**src/hdl/binf_pkg.sv**
```systemverilog
// ----------------------------------------------------------------------------
// Package for the binary image neighbor fill
// Shared widths, register codes, the result record and the fill rule.
// ----------------------------------------------------------------------------
package binf_pkg;

    localparam int SIDE_W      = 8;
    localparam int THR_W       = 3;
    localparam int IN_TDATA_W  = 8;
    localparam int OUT_TDATA_W = 8;
    localparam int APB_AW      = 3;
    localparam int APB_DW      = 32;

    localparam logic [SIDE_W-1:0] SIDE_RESET = 8'd128;
    localparam logic [THR_W-1:0]  THR_RESET  = 3'd3;

    localparam logic REG_IMAGE_SIDE     = 1'b0;
    localparam logic REG_FILL_THRESHOLD = 1'b1;

    localparam int RES_PER_ITEM = 3;
    localparam int QDEPTH       = 8;
    localparam int QAW          = 3;
    localparam int QCW          = 4;

    typedef struct packed {
        logic last_of_run;
        logic frame_end;
        logic row_end;
        logic pixel_out;
    } t_result;

    function automatic logic fill_pixel(
        input logic             ctr,
        input logic             up,
        input logic             dn,
        input logic             lf,
        input logic             rt,
        input logic [THR_W-1:0] thr
    );
        logic [2:0] cnt;
        cnt = 3'(up) + 3'(dn) + 3'(lf) + 3'(rt);
        return ctr | (cnt >= thr);
    endfunction

endpackage

```
**src/hdl/binary_image_neighbor_fill.sv**
```systemverilog
// ----------------------------------------------------------------------------
// Binary image neighbor fill
// Streams a square binary image one pixel per word in row-major order and
// returns it with every zero pixel set to one when at least fill_threshold of
// its four neighbors are one. The output trails the input by one row: the
// first row yields no word, each later row yields one word per input, and in
// the last row every input after the first yields two words (the final input
// three). One input word is taken per clock while the eight-entry result queue
// has room for three results, so rows before the last run at one pixel per
// clock; the last row, at two words per pixel, is paced by the single output
// port. The two line buffers are one-bit memories with a registered read; each
// input writes its column, reads the next column of the older buffer and the one
// after it of the newer, with write forwarding; neither needs clearing after reset.
// ----------------------------------------------------------------------------
module binary_image_neighbor_fill #(
    parameter int MAX_SIDE = 128
) (
    input  logic                              i_clk,
    input  logic                              i_rst_n,
    input  logic                              i_s_axis_tvalid,
    output logic                              o_s_axis_tready,
    // Bit 0 pixel_in, bits 7..1 zero.
    input  logic [binf_pkg::IN_TDATA_W-1:0]   i_s_axis_tdata,
    output logic                              o_m_axis_tvalid,
    input  logic                              i_m_axis_tready,
    // Bit 0 pixel_out, bit 1 row_end, bit 2 frame_end, bits 7..3 zero.
    output logic [binf_pkg::OUT_TDATA_W-1:0]  o_m_axis_tdata,
    output logic                              o_m_axis_tlast,
    input  logic                              psel,
    input  logic                              penable,
    input  logic                              pwrite,
    input  logic [binf_pkg::APB_AW-1:0]       paddr,
    input  logic [binf_pkg::APB_DW-1:0]       pwdata,
    output logic [binf_pkg::APB_DW-1:0]       prdata,
    output logic                              pready
);

    localparam int AW = (MAX_SIDE > 1) ? $clog2(MAX_SIDE) : 1;
    localparam int EW = (AW + 1 > binf_pkg::SIDE_W) ? AW + 1 : binf_pkg::SIDE_W;
    localparam logic [EW-1:0] SIDE_MAX = EW'(MAX_SIDE);

    logic [binf_pkg::SIDE_W-1:0] r_side;
    logic [binf_pkg::THR_W-1:0]  r_thr;

    logic [AW-1:0] r_col;
    logic [AW-1:0] r_row;
    logic          r_prev;
    logic          r_p1;
    logic          r_p2;
    logic          r_first;
    logic          r_ctr;

    logic          mem_older [MAX_SIDE];
    logic          mem_newer [MAX_SIDE];
    logic          r_older_q;
    logic          r_newer_q;

    binf_pkg::t_result        r_q [binf_pkg::QDEPTH];
    logic [binf_pkg::QAW-1:0] r_wp;
    logic [binf_pkg::QAW-1:0] r_rp;
    logic [binf_pkg::QCW-1:0] r_qcnt;
    logic [binf_pkg::QCW-1:0] n_qcnt;

    logic          cfg_wr;
    logic [EW-1:0] side_ext;
    logic [EW-1:0] eff_side;
    logic [AW:0]   col_inc;
    logic [AW:0]   row_inc;
    logic          last_col;
    logic          last_row;
    logic          accept;
    logic          pop;
    logic          pin;
    logic [AW-1:0] n_col;
    logic [AW-1:0] n_row;
    logic [AW-1:0] rd_older_addr;
    logic [AW-1:0] rd_newer_addr;
    logic          n_ctr;
    logic          row_ge1;
    logic          row_ge2;
    logic          col_ge1;
    logic          col_ge2;

    binf_pkg::t_result cand  [binf_pkg::RES_PER_ITEM];
    logic              cand_v[binf_pkg::RES_PER_ITEM];
    binf_pkg::t_result slot  [binf_pkg::RES_PER_ITEM];
    logic [1:0]        n_push;
    binf_pkg::t_result head;

    // Configuration port.
    assign pready = 1'b1;
    assign cfg_wr = psel & penable & pwrite & pready;

    always_comb begin
        if (paddr[2] == binf_pkg::REG_FILL_THRESHOLD) begin
            prdata = binf_pkg::APB_DW'(r_thr);
        end else begin
            prdata = binf_pkg::APB_DW'(r_side);
        end
    end

    always_ff @(posedge i_clk) begin
        if (!i_rst_n) begin
            r_side <= binf_pkg::SIDE_RESET;
            r_thr  <= binf_pkg::THR_RESET;
        end else if (cfg_wr) begin
            if (paddr[2] == binf_pkg::REG_IMAGE_SIDE) begin
                r_side <= pwdata[binf_pkg::SIDE_W-1:0];
            end else begin
                r_thr <= pwdata[binf_pkg::THR_W-1:0];
            end
        end
    end

    // Position and handshake.
    assign side_ext = EW'(r_side);
    assign eff_side = (side_ext == '0) ? EW'(1) :
                      (side_ext > SIDE_MAX) ? SIDE_MAX : side_ext;
    assign col_inc  = {1'b0, r_col} + (AW+1)'(1);
    assign row_inc  = {1'b0, r_row} + (AW+1)'(1);
    assign last_col = EW'(col_inc) >= eff_side;
    assign last_row = EW'(row_inc) >= eff_side;

    assign o_s_axis_tready = r_qcnt <= binf_pkg::QCW'(binf_pkg::QDEPTH - binf_pkg::RES_PER_ITEM);
    assign accept = i_s_axis_tvalid & o_s_axis_tready;
    assign pin    = i_s_axis_tdata[0];

    assign n_col = last_col ? '0 : col_inc[AW-1:0];
    assign n_row = last_col ? (last_row ? '0 : row_inc[AW-1:0]) : r_row;
    assign rd_older_addr = n_col;
    assign rd_newer_addr = n_col + AW'(1);
    assign n_ctr = last_col ? ((r_col == '0) ? pin : r_first) : r_newer_q;

    always_ff @(posedge i_clk) begin
        if (!i_rst_n) begin
            r_col  <= '0;
            r_row  <= '0;
            r_prev <= 1'b0;
        end else if (accept) begin
            r_col  <= n_col;
            r_row  <= n_row;
            r_prev <= r_ctr;
        end
    end

    always_ff @(posedge i_clk) begin
        if (accept) begin
            r_p1  <= pin;
            r_p2  <= r_p1;
            r_ctr <= n_ctr;
            if (r_col == '0) begin
                r_first <= pin;
            end
        end
    end

    // Line buffers with write-first forwarding on the read port.
    always_ff @(posedge i_clk) begin
        if (accept) begin
            mem_older[r_col] <= r_ctr;
            mem_newer[r_col] <= pin;
            r_older_q <= (rd_older_addr == r_col) ? r_ctr : mem_older[rd_older_addr];
            r_newer_q <= (rd_newer_addr == r_col) ? pin : mem_newer[rd_newer_addr];
        end
    end

    // Results caused by one input.
    assign row_ge1 = r_row != '0;
    assign row_ge2 = r_row > AW'(1);
    assign col_ge1 = r_col != '0;
    assign col_ge2 = r_col > AW'(1);

    always_comb begin
        cand[0].pixel_out   = binf_pkg::fill_pixel(r_ctr, row_ge2 & r_older_q, pin,
                                  col_ge1 & r_prev, ~last_col & r_newer_q, r_thr);
        cand[0].row_end     = last_col;
        cand[0].frame_end   = 1'b0;
        cand[0].last_of_run = 1'b0;
        cand_v[0]           = row_ge1;

        cand[1].pixel_out   = binf_pkg::fill_pixel(r_p1, row_ge1 & r_prev, 1'b0,
                                  col_ge2 & r_p2, pin, r_thr);
        cand[1].row_end     = 1'b0;
        cand[1].frame_end   = 1'b0;
        cand[1].last_of_run = 1'b0;
        cand_v[1]           = last_row & col_ge1;

        cand[2].pixel_out   = binf_pkg::fill_pixel(pin, row_ge1 & r_ctr, 1'b0,
                                  col_ge1 & r_p1, 1'b0, r_thr);
        cand[2].row_end     = 1'b1;
        cand[2].frame_end   = 1'b1;
        cand[2].last_of_run = 1'b0;
        cand_v[2]           = last_row & last_col;
    end

    always_comb begin
        n_push = 2'd0;
        for (int i = 0; i < binf_pkg::RES_PER_ITEM; i++) begin
            slot[i] = '0;
        end
        for (int i = 0; i < binf_pkg::RES_PER_ITEM; i++) begin
            if (cand_v[i]) begin
                slot[n_push] = cand[i];
                n_push       = n_push + 2'd1;
            end
        end
        for (int i = 0; i < binf_pkg::RES_PER_ITEM; i++) begin
            slot[i].last_of_run = (2'(i) + 2'd1 == n_push);
        end
    end

    // Result queue.
    assign head = r_q[r_rp];
    assign pop  = o_m_axis_tvalid & i_m_axis_tready;
    assign o_m_axis_tvalid = r_qcnt != '0;
    assign o_m_axis_tdata  = {(binf_pkg::OUT_TDATA_W-3)'(0),
                              head.frame_end, head.row_end, head.pixel_out};
    assign o_m_axis_tlast  = head.last_of_run;

    always_comb begin
        n_qcnt = r_qcnt;
        if (accept) begin
            n_qcnt = n_qcnt + binf_pkg::QCW'(n_push);
        end
        if (pop) begin
            n_qcnt = n_qcnt - binf_pkg::QCW'(1);
        end
    end

    always_ff @(posedge i_clk) begin
        if (!i_rst_n) begin
            r_wp   <= '0;
            r_rp   <= '0;
            r_qcnt <= '0;
        end else begin
            r_qcnt <= n_qcnt;
            if (accept) begin
                r_wp <= r_wp + binf_pkg::QAW'(n_push);
            end
            if (pop) begin
                r_rp <= r_rp + binf_pkg::QAW'(1);
            end
        end
    end

    always_ff @(posedge i_clk) begin
        for (int i = 0; i < binf_pkg::RES_PER_ITEM; i++) begin
            if (accept && (2'(i) < n_push)) begin
                r_q[r_wp + binf_pkg::QAW'(i)] <= slot[i];
            end
        end
    end

    // Checks.
    a_queue_bound: assert property (@(posedge i_clk) disable iff (!i_rst_n)
        r_qcnt <= binf_pkg::QCW'(binf_pkg::QDEPTH))
        else $error("result queue holds more entries than its depth");

    a_row_emits: assert property (@(posedge i_clk) disable iff (!i_rst_n)
        (accept && (r_row != '0)) |=> (r_qcnt != '0))
        else $error("pixel after the first row produced no result");

    a_frame_tail: assert property (@(posedge i_clk) disable iff (!i_rst_n)
        (o_m_axis_tvalid && head.frame_end) |-> (head.row_end && head.last_of_run))
        else $error("frame end without row end or end of run");

endmodule

```
**config.mk**
```make
export PLATFORM = sky130hd
export DESIGN_NAME = binary_image_neighbor_fill
export DESIGN_NICKNAME = d
export VERILOG_FILES = /design/src/hdl/binf_pkg.sv /design/src/hdl/binary_image_neighbor_fill.sv
export SDC_FILE = /design/constraint.sdc
export NUM_CORES = 1
export LEC_CHECK = 0
export BUFFER_PORTS_ARGS = -buffer_cell sky130_fd_sc_hd__buf_2
export CELL_PAD_IN_SITES_DETAIL_PLACEMENT = 0
export CELL_PAD_IN_SITES_GLOBAL_PLACEMENT = 1
export CORE_MARGIN = 5
export CORE_UTILIZATION = 54
export DETAILED_ROUTE_END_ITERATION = 6
export GPL_TIMING_DRIVEN = 0
export PLACE_DENSITY = 0.82
export SYNTH_ARGS = -nofsm -noshare
export SYNTH_HDL_FRONTEND = slang
export SYNTH_SLANG_ARGS = --single-unit
```
**constraint.sdc**
```tcl
create_clock -name i_clk -period 10.31 [get_ports i_clk]
set_clock_uncertainty 0.05 [all_clocks]
set_input_delay 1.5465 -clock i_clk [delete_from_list [all_inputs] [get_ports i_clk]]
set_output_delay 1.5465 -clock i_clk [all_outputs]
set_load 0.03 [all_outputs]
```
Word-level counts from Yosys, hierarchy flattened
Memories as Yosys holds them, arrays and structs flattened. A register that Yosys moved wholly into a read port is not among the register bits.
Cells that the tools add are included.
Widths: inputs -> output; s select.
{ "word_totals": {"ram_bits": 288, "ff_bits": 40, "in_bits": 50, "mem_count": 3} }
{ "memory_table": {"columns": ["name", "words", "width", "read_ports", "rd_clocked_by_memory_dff", "wr", "line", "text"], "rows": [
  ["mem_newer", 128, 1, 1, 1, 1, "binary_image_neighbor_fill.sv:54", "logic mem_newer [MAX_SIDE];"],
  ["mem_older", 128, 1, 1, 1, 1, "binary_image_neighbor_fill.sv:53", "logic mem_older [MAX_SIDE];"],
  ["r_q", 8, 4, 1, 1, 3, "binary_image_neighbor_fill.sv:58", "binf_pkg::t_result r_q [binf_pkg::QDEPTH];"]
]} }
{ "op_classes": {"n_mux": 31, "eq_ne": 3, "n_addsub": 17, "bitwise_logic": 20, "order_cmp": 16, "reduce_logical": 13} }
{ "ops": {"columns": ["cell", "n"], "rows": [
  ["$bwmux 12", 2],
  ["$mux 8", 3],
  ["$add 7x1->8 const B", 2],
  ["$demux 4 s2", 2],
  ["$ge 8x8->1", 2],
  ["$mux 4", 4],
  ["$gt 7x1->1 const B", 2],
  ["$mux 7", 2],
  ["$reduce_bool 7->1", 2],
  ["$and 1x1->1", 13],
  ["$mux 12", 1],
  ["$mux 1", 11],
  ["$mux 11", 1],
  ["$gt 8x8->1 const B", 1],
  ["$logic_not 8->1", 1],
  ["$add 7x1->7 const B", 1],
  ["$logic_not 7->1", 1],
  ["$add 1x1->2", 3],
  ["$add 2x1->3", 2],
  ["$add 3x1->3 const B", 2],
  ["$ge 3x3->1", 2],
  ["$ge 3x3->1 const B", 2],
  ["$lt 3x1->1 const B", 2],
  ["$mux 2", 3],
  ["other kinds (19)", 33]
]} }

Logic depth before layout (Yosys ltp)
{ "depth": {"depth_word": 14, "mapped_depth": 26, "ltp_nobuf": 23} }

Worst setup path after synthesis
OpenSTA, ideal clock, no wires.
{ "synth_path": {"kind": "flip-flop to flip-flop", "startpoint": "register r_col[0]", "endpoint": "memory r_q[7][0] in the netlist's numbering, data pin", "path_stages_with_launch": 23, "n_path_buf": 3, "t_arrival_ps": 5306, "period_less_slack_ps": 5612, "setup_slack_ps": 4698, "cell_sequence": "dfxtp_1 -> buf_2 -> nand3_1 -> nand2b_1 -> xnor2_2 -> ha_1 -> o21a_1 -> o21a_1 -> or2_2 -> nand2_1 -> clkbuf_1 -> clkbuf_1 -> and2_1 -> fa_1 -> ha_1 -> ha_1 -> ha_1 -> a21o_1 -> a2111oi_0 -> a21oi_1 -> a32o_1 -> nand3b_1 -> o211a_1"} }
{ "synth_rtl": {"columns": ["item", "line", "text"], "rows": [
  ["start: declaration", "binary_image_neighbor_fill.sv:45", "logic [AW-1:0] r_col;"],
  ["start signal: assignment", "binary_image_neighbor_fill.sv:140", "r_col <= n_col;"],
  ["end: declaration", "binary_image_neighbor_fill.sv:58", null]
]} }

Final worst setup path
{ "layout_path": {"startpoint": "register r_col[0]", "endpoint": "register r_newer_q (read register of mem_newer), data pin"} }
{ "layout_via": {"elab_chain_cells": 4} }
{ "layout_rtl": {"columns": ["item", "line", "text"], "rows": [
  ["$add 7x1->8 *", "binary_image_neighbor_fill.sv:119", "assign col_inc = {1'b0, r_col} + (AW+1)'(1);"],
  ["$ge 8x8->1", "binary_image_neighbor_fill.sv:121", "assign last_col = EW'(col_inc) >= eff_side;"],
  ["$mux 7 *", "binary_image_neighbor_fill.sv:128", "assign n_col = last_col ? '0 : col_inc[AW-1:0];"],
  ["via n_col[0]", "binary_image_neighbor_fill.sv:74", "logic [AW-1:0] n_col;"],
  ["$add 7x1->7 *", "binary_image_neighbor_fill.sv:131", "assign rd_newer_addr = n_col + AW'(1);"],
  ["end: declaration", "binary_image_neighbor_fill.sv:56", "logic r_newer_q;"]
]} }
The timed path passes the listed nets; every way through them passes the cells marked *.
A chain may end at the register's enable or synchronous reset.

==> qor.csv <==
stage,metric,value,unit
layout,final_cells,1866,
synth,synthTopCellsByCount,"edfxtp_1, nor2_1, nand2_1",
place,dp_cells,1804,
synth,synth-main-ff-cell,edfxtp_1,
synth,synthCells,1351,
layout,nets,1547,
power_and_ir_drop,powerDensity,212,mW/mm²
drt,vias_per_cell,6.28,
setup_path,path_common_cell,clkbuf_1,
setup_path,r2r_setup_slack,1630,ps
sta,hold_viol,0,
sta,setup_viol,0,
global_route,grt_pass1_wl,69700,µm
floorplan,start_util,0.549,
setup_path,crit_arrival,8920,ps
floorplan,die_x,184,µm
synth,ys_seq_elements,333,
sta,worst_slew_pin_slew,1120,ps
cts,cts_tree,done,
setup_path,crit_required,10540,ps
setup_path,worstReg2RegEnd,r_newer_q,
layout,fin_util,0.621,
layout,syn_to_final_growth,13.1,%
drt,dr.first_iter.drc_count,1443,
cts,cts_hold_buf,0,
drt,drt_first_pass_iters,6,
setup_path,critPathCaptureType,flop,
cts,cts_root_buffer,clkbuf_16,
power_and_ir_drop,intPower,2.74,mW
power_and_ir_drop,swShare,0.300,
cts,clock_path_buffers,3,
floorplan,io_pins,94,
power_and_ir_drop,clkPwrFrac,0.350,
setup_path,crit_type,flop to flop,
power_and_ir_drop,pwr-share-comb,0.245,
synth,yosys.area.top_type_share,0.540,
floorplan,die_area,0.0338,mm²
place,place_ws,1970,ps
layout,multi_input_area,0.00620,mm²
power_and_ir_drop,leakage,6.39,nW
synth,synthDistinctLibCells,76,
sta,rsz0062_at_grt,no,
sta,fin_crit,8680,ps
sta,slew_violations,0,
global_route,track_usage,0.274,
global_route,grt_max_degree,84,
drt,wl_per_cell,24.9,µm
cts,clock_sinks,333,
place,gp_congestion,0.928,
setup_path,cp-startpoint,r_col[0],
setup_path,crit_path_max_incr_delay,760,ps
cts,htreeDepth,2,
floorplan,core,0.0298,mm²
power_and_ir_drop,ir_drop,146,µV
setup_path,slowest_stage,clkbuf_1,
layout,drive_gt1_frac,0.140,
global_route,grt_pass1_vias,11300,
drt,drt-total-wl,46400,µm
hold_path,hold_class,flop to flop,
sta,slew_headroom,0.255,
power_and_ir_drop,seqPwrFrac,0.405,
layout,antenna_cells,0,
cts,cts_buffers,36,
synth,synth.avg_cell_area,12.1,µm²
drt,vias,11700,
cts,postCtsSetupBuffers,0,
floorplan,die_h,184,µm
cts,post_cts_resize_count,0,
outcome,outcome,"complete, no violations",
layout,regArea,0.00961,mm²
sta,setup_tns,0,ps
layout,finalInstanceArea,0.0185,mm²
drt,drc_errors,0,
synth,synth_area_leader_cell,edfxtp_1,
flow_run,maxCapViolations,0,
setup_path,cp_max_fo,10,
sta,whs,430,ps
setup_path,cp-start-kind,flop,
synth,yosys_warnings,0,
setup_path,reg2reg_depth,25,
global_route,grt_antenna_before_repair,0,
synth,synth_edf_count,294,
power_and_ir_drop,finalPower,3.92,mW
place,io_buffers,29,
synth,ys_seq_area_frac,0.588,
setup_path,reg2reg_from,r_col[0],
place,placed_cell_area,0.0172,mm²
drt,ant_nets,0,
cts,path_clk_slew,60,ps
place,dp_hpwl,31500,µm
synth,netlist_top_cells_area,"edfxtp_1, mux4_2, dfxtp_1",
global_route,grt-ovfl-total,0,
synth,synth_most_common_cell,edfxtp_1,
synth,synth_area,0.0163,mm²
layout,fillers,2376,
cts,clock_latency,530,ps
power_and_ir_drop,p_sw,1.18,mW
floorplan,rows,63,
sta,clock.fmax,0.115,GHz
setup_path,crit_end,r_newer_q,
synth,async_flop_share,0,
sta,setup_slack,1630,ps
sta,fin_crit_sh,0.842,
==> sequential cells by signal (all words and copies together) (netlist names), 3 cells and up, named ones only <==
name and count:
r_col 7, r_q 32, r_row 7, r_side 8, r_rp 3, r_wp 3, r_thr 3, mem_older 128
mem_newer 128, r_qcnt 4
==> how the worst min path moves through the flow <==
stage	from	to	slack (ps)	depth (start not counted)
floorplan	r_p1	r_p2	390	0
global placement	r_prev	r_prev	410	2
detailed placement	r_p1	r_p2	410	0
CTS	r_prev	r_prev	430	2
global route	r_prev	r_prev	450	2
finish	r_prev	r_prev	430	2
==> logic make-up (layout without fill, tap and decap cells) <==
logic type | after synthesis | in the layout | share of synthesized area
adder cells (fa/ha/maj) | 45 | 45 | 0.0363
AO/OA/AOI/OAI | 218 | 218 | 0.0911
other | 2 | 30 | 0.000459
AND/OR/NAND/NOR | 501 | 501 | 0.139
flip-flops | 333 | 333 | 0.588
buffers and inverters | 132 | 229 | 0.0391
multiplexers | 88 | 88 | 0.0879
XOR/XNOR | 32 | 32 | 0.0181
==> power groups by stage <==
| stage | registers [mW] | clock network (mW) | logic, mW |
|---|---|---|---|
| floorplan | 1.64 | 0 | 0.575 |
| global placement | 1.68 | 0 | 0.839 |
| detailed placement | 1.61 | 0 | 0.943 |
| CTS | 1.58 | 1.39 | 0.948 |
| global route | 1.59 | 1.45 | 1.02 |
| finish | 1.59 | 1.37 | 0.960 |
==> critical path, delay by kind of cell (launching register included) <==
kind / cells / cell delay, ps
AO/OA/AOI/OAI: 6 / 1240
XOR/XNOR: 1 / 680
adder cells (fa/ha/maj): 2 / 550
buffers and inverters: 9 / 3430
flip-flops: 1 / 450
multiplexers: 1 / 410
AND/OR/NAND/NOR: 6 / 1600
==> final cells by class <==
| cell class | count | area share |
|---|---|---|
| Sequential cell | 333 | 0.520 |
| Multi-Input combinational cell | 914 | 0.335 |
| Clock buffer | 43 | 0.0513 |
| Timing Repair Buffer | 35 | 0.0162 |
| Tap cell | 390 | 0.0264 |
| Buffer | 106 | 0.0293 |
| Clock inverter | 19 | 0.0164 |
| Inverter | 26 | 0.00528 |
==> layer usage <==
metal / up-vias / GRT usage / share of wire
met2: 672 / 0.451 / 0.48
met4: 0 / 0.0736 / 0.035
met3: 134 / 0.0560 / 0.098
li1: 5208 / - / -
met1: 5701 / 0.374 / 0.39
met5: - / 0 / 0
==> layout by cell type, fill, tap and decap left out, types with 5 or more instances in the layout <==
| master | instances |
|---|---|
| a21oi_1 | 42 |
| or2_2 | 5 |
| nand4_1 | 10 |
| mux2i_1 | 34 |
| nand2_1 | 140 |
| buf_2 | 38 |
| o221ai_1 | 13 |
| buf_4 | 34 |
| and3_1 | 10 |
| xor2_1 | 10 |
| bufinv_16 | 7 |
| nand3_1 | 77 |
| a211oi_1 | 9 |
| nor4_1 | 7 |
| a221oi_1 | 5 |
| mux4_2 | 43 |
| mux2_2 | 10 |
| nand2b_1 | 9 |
| a21boi_0 | 18 |
| or3_1 | 6 |
| o211ai_1 | 6 |
| nor2b_1 | 15 |
| xnor2_1 | 20 |
| ha_1 | 41 |
| o21a_1 | 6 |
| nor2_1 | 167 |
| buf_16 | 5 |
| clkbuf_1 | 64 |
| edfxtp_1 | 294 |
| clkinv_1 | 7 |
| o22ai_1 | 15 |
| and2_1 | 24 |
| a31oi_1 | 6 |
| o21ai_0 | 49 |
| dfxtp_1 | 39 |
| clkbuf_16 | 37 |
| inv_1 | 21 |
| nor3_1 | 16 |
| a21o_1 | 8 |
| conb_1 | 30 |
No activity file was read; power rests on OpenSTA's default activity.
